File: src/rtl/core/plc_pkg.sv
// Package for the positional list store: request, status and cell command types.
// Used by plc_cell and positional_list_store. No dependencies.
package plc_pkg;

  localparam int unsigned DepthDefault = 64;
  localparam int unsigned ReqW = 3;
  localparam int unsigned PosW = 7;
  localparam int unsigned ValW = 32;
  localparam int unsigned CntW = 7;
  localparam int unsigned StW  = 2;

  typedef enum logic [ReqW-1:0] {
    REQ_INS_AT,
    REQ_DEL_AT,
    REQ_INS_FIRST,
    REQ_INS_LAST,
    REQ_DEL_FIRST,
    REQ_DEL_LAST,
    REQ_READ_AT
  } req_e;

  typedef enum logic [StW-1:0] {
    ST_OK,
    ST_BADPOS,
    ST_FULL,
    ST_EMPTY
  } status_e;

  typedef enum logic [2:0] {
    CELL_HOLD,
    CELL_INS,
    CELL_DEL,
    CELL_RD_LOAD,
    CELL_RD_SHIFT
  } cell_op_e;

  // Broadcast to every cell of the chain.
  typedef struct packed {
    cell_op_e                op;
    logic [PosW-1:0]         idx;
    logic signed [ValW-1:0]  value;
  } cell_cmd_t;

endpackage

File: src/rtl/core/plc_cell.sv
// One storage cell of the list chain: holds one entry and one readout carry.
// Depends on plc_pkg.
module plc_cell #(
  parameter int unsigned IDX = 0
) (
  input  logic                             clk_i,
  input  plc_pkg::cell_cmd_t               cmd_i,
  input  logic signed [plc_pkg::ValW-1:0]  left_i,
  input  logic signed [plc_pkg::ValW-1:0]  right_i,
  input  logic signed [plc_pkg::ValW-1:0]  carry_right_i,
  output logic signed [plc_pkg::ValW-1:0]  entry_o,
  output logic signed [plc_pkg::ValW-1:0]  carry_o
);
  import plc_pkg::*;

  localparam logic [PosW-1:0] MyIdx = PosW'(IDX);

  logic signed [ValW-1:0] entry_q, entry_d;
  logic signed [ValW-1:0] carry_q, carry_d;

  always_comb begin
    entry_d = entry_q;
    carry_d = carry_q;
    unique case (cmd_i.op)
      CELL_INS: begin
        if (MyIdx > cmd_i.idx) begin
          entry_d = left_i;
        end else if (MyIdx == cmd_i.idx) begin
          entry_d = cmd_i.value;
        end
      end
      CELL_DEL: begin
        if (MyIdx >= cmd_i.idx) begin
          entry_d = right_i;
        end
      end
      CELL_RD_LOAD:  carry_d = entry_q;
      CELL_RD_SHIFT: carry_d = carry_right_i;
      default: ;
    endcase
  end

  always_ff @(posedge clk_i) begin
    entry_q <= entry_d;
    carry_q <= carry_d;
  end

  assign entry_o = entry_q;
  assign carry_o = carry_q;

endmodule

File: config.mk
export PLATFORM = sky130hd
export DESIGN_NAME = plc_cell
export DESIGN_NICKNAME = d
export VERILOG_FILES = /design/src/rtl/core/plc_pkg.sv /design/src/rtl/core/plc_cell.sv
export SDC_FILE = /design/constraint.sdc
export NUM_CORES = 1
export LEC_CHECK = 0
export BUFFER_PORTS_ARGS = -buffer_cell sky130_fd_sc_hd__buf_2
export CORE_ASPECT_RATIO = 0.7
export CORE_MARGIN = 2
export CORE_UTILIZATION = 40
export DETAILED_ROUTE_END_ITERATION = 7
export PLACE_DENSITY = 0.86
export SETUP_SLACK_MARGIN = 0.3
export SYNTH_ARGS = -nofsm -noshare
export SYNTH_HDL_FRONTEND = slang
export SYNTH_SLANG_ARGS = --single-unit
export TNS_END_PERCENT = 20
File: constraint.sdc
create_clock -name clk_i -period 3 [get_ports clk_i]
set_input_delay 0.6 -clock clk_i [delete_from_list [all_inputs] [get_ports clk_i]]
set_output_delay 0.6 -clock clk_i [all_outputs]
set_load 0.05 [all_outputs]
==> metrics <==
TNS Setup=0 ns; # fillers=560; Antenna Nets Post-Route=0; Antenna Cells=0; Worst-Margin Slew=0.782 ns; final worst path period share=60.0%; Worst VDD drop=0.000350 V; syn_nets=281; initial antenna violation count=0; max-slew violations=0; PwrDens=505 mW/mm^2; vias in the first global route=2023; initial DRC count=29; post-synthesis register bit count=64; Multi-input gate area=810 sq um; Sinks on Clock Net=64; WL/cell=15.3 microns; # setup viols final=0; post-route cell area=0.00394 sq mm; most area-hungry cell type in the Yosys netlist=edfxtp_1; CTS max path bufs=2; die area=0.00766 sq mm; crit path launch type=input port; Synthesis Warnings=0; core area=0.00676 sq mm; Die W=104 microns; vias=1929; clock latency on the worst-skew pair=0.33 ns; CTS tree=built; I/O pin count=203; Leakage=1.64 nW; Die H=73.8 microns; fin crit period=1.80 ns; final WL=6.42 mm; drt first pass iters=4; clock-pin transition on the worst setup and hold timing paths=0.06 ns; clock root buffer=clkbuf_8; synthesized area=0.00279 sq mm; largest net degree at the start of global routing=33; register area share after synthesis=69.0%; Seq. cell area=0.00192 sq mm; Crit path required time=2.96 ns; Starting Density=41.2%; final worst setup slack=1.20 ns; Post-DP Area=0.00373 sq mm; CP endpoint kind=register; GRT Total Usage=17.3%; CP Class=in2reg; Mean Syn Cell Area=19.6 sq um; area grow syn2layout=41.4%; relative max-transition margin=47.9%; nets=460; min-delay worst type=reg2reg; GRT overflow=0; RSZ-0062 raised after global routing=no; Detailed Place HPWL=4.68 mm; global-route wire length before repair=9.92 mm; PortBufs=170; Synth top area share=69.0%; Max Cap Viol=0; hold-fix buffers at CTS=0; post-CTS resize count=0; outcome=finished, final reports clean; H-tree Lvls=3; layout cells sized above 1=77.0%; Yosys cell types=10; worst-path fanout max=32; Post-Place Setup Slack=0.808 ns; setup bufs post-CTS=0; top cells by area, synth=edfxtp_1 (69%), mux2_2 (24%), buf_6 (2.4%), mux2_1 (1.6%), nor3b_4 (1.3%); Final Hold Vio Count=0; Remaining DRCs=0; hold slack=0.556 ns; f_max=556 MHz; clock skew=0.00550 ns; clock buffer count from CTS=9; Vias/cell=4.59; RePlAce Congestion=0.737; Util after Layout=58.3%; Data arrival, critical path=1.76 ns; Cells after Synth=142; row count=25
sequential cells by signal, indices dropped and copies added (netlist names):
register and flops:
entry_o 32, carry_o 32
worst paths after layout:
check / start / endpoint / slack [ns] / cells after the start
min reg2reg: entry_o[29] / carry_o[29] / 0.56 / 1
max: cmd_i[38] / entry_o[1] / 1.20 / 3
min: entry_o[29] / carry_o[29] / 0.56 / 1
max reg2reg: entry_o[11] / carry_o[11] / 2.04 / 1
synthesized netlist by cell type:
cell type and n:
mux2_2 60, and3_1 1, xor2_1 1, mux2_1 4, edfxtp_1 64, o21bai_1 1
nand2_1 1, buf_6 6, nor3b_4 2, nor4_1 2
cell families after synthesis:
group,count (synthesis),synth area share (%)
AO/OA/AOI/OAI,1,0.270
flip-flops,64,69.0
buffers and inverters,6,2.42
multiplexers,64,25.9
AND/OR/NAND/NOR,6,2.16
XOR/XNOR,1,0.314
worst max-delay path, stage by stage:
cell	delay (ns)
buf_2	0.10
nor4_1	0.29
and3_2	0.76
cell type report:
cell class	count	share of cell area, %
Sequential cell	64	48.8
Timing Repair Buffer	174	22.4
Multi-Input combinational cell	72	20.5
Clock buffer	9	3.14
Tap cell	94	2.99
Clock inverter	7	2.19
cells in the final DEF, fill, tap and decap left out, drive strengths merged:
| master | instances |
|---|---|
| and3 | 1 |
| buf | 174 |
| bufinv | 2 |
| nor3b | 2 |
| nand2 | 1 |
| clkinvlp | 2 |
| edfxtp | 64 |
| clkinv | 3 |
| clkbuf | 9 |
| mux2 | 64 |
| xor2 | 1 |
| o21bai | 1 |
| nor4 | 2 |
power by group:
group	switching, W	leakage [nW]	internal [W]
sequential	0.00000291	0.587	0.00100
clock	0.000318	0.0980	0.000459
combinational	0.000106	0.955	0.000102
total	0.000427	1.64	0.00156
metal layers:
layer	global-route usage, %	vias to the layer above	part of all wire (%)
li1	-	920	-
met3	5.94	11	7.9
met1	17.9	891	37
met2	32.5	107	53
met5	0	-	0
met4	8.26	0	2.2
stage by stage:
step / std cells / power, W
after floorplan: 142 / 0.00114
after global placement: 404 / 0.00123
after detailed placement: 404 / 0.00123
after CTS: 420 / 0.00202
after global routing: 420 / 0.00206
final: 420 / 0.00199
(Power assumes the default switching activity.)
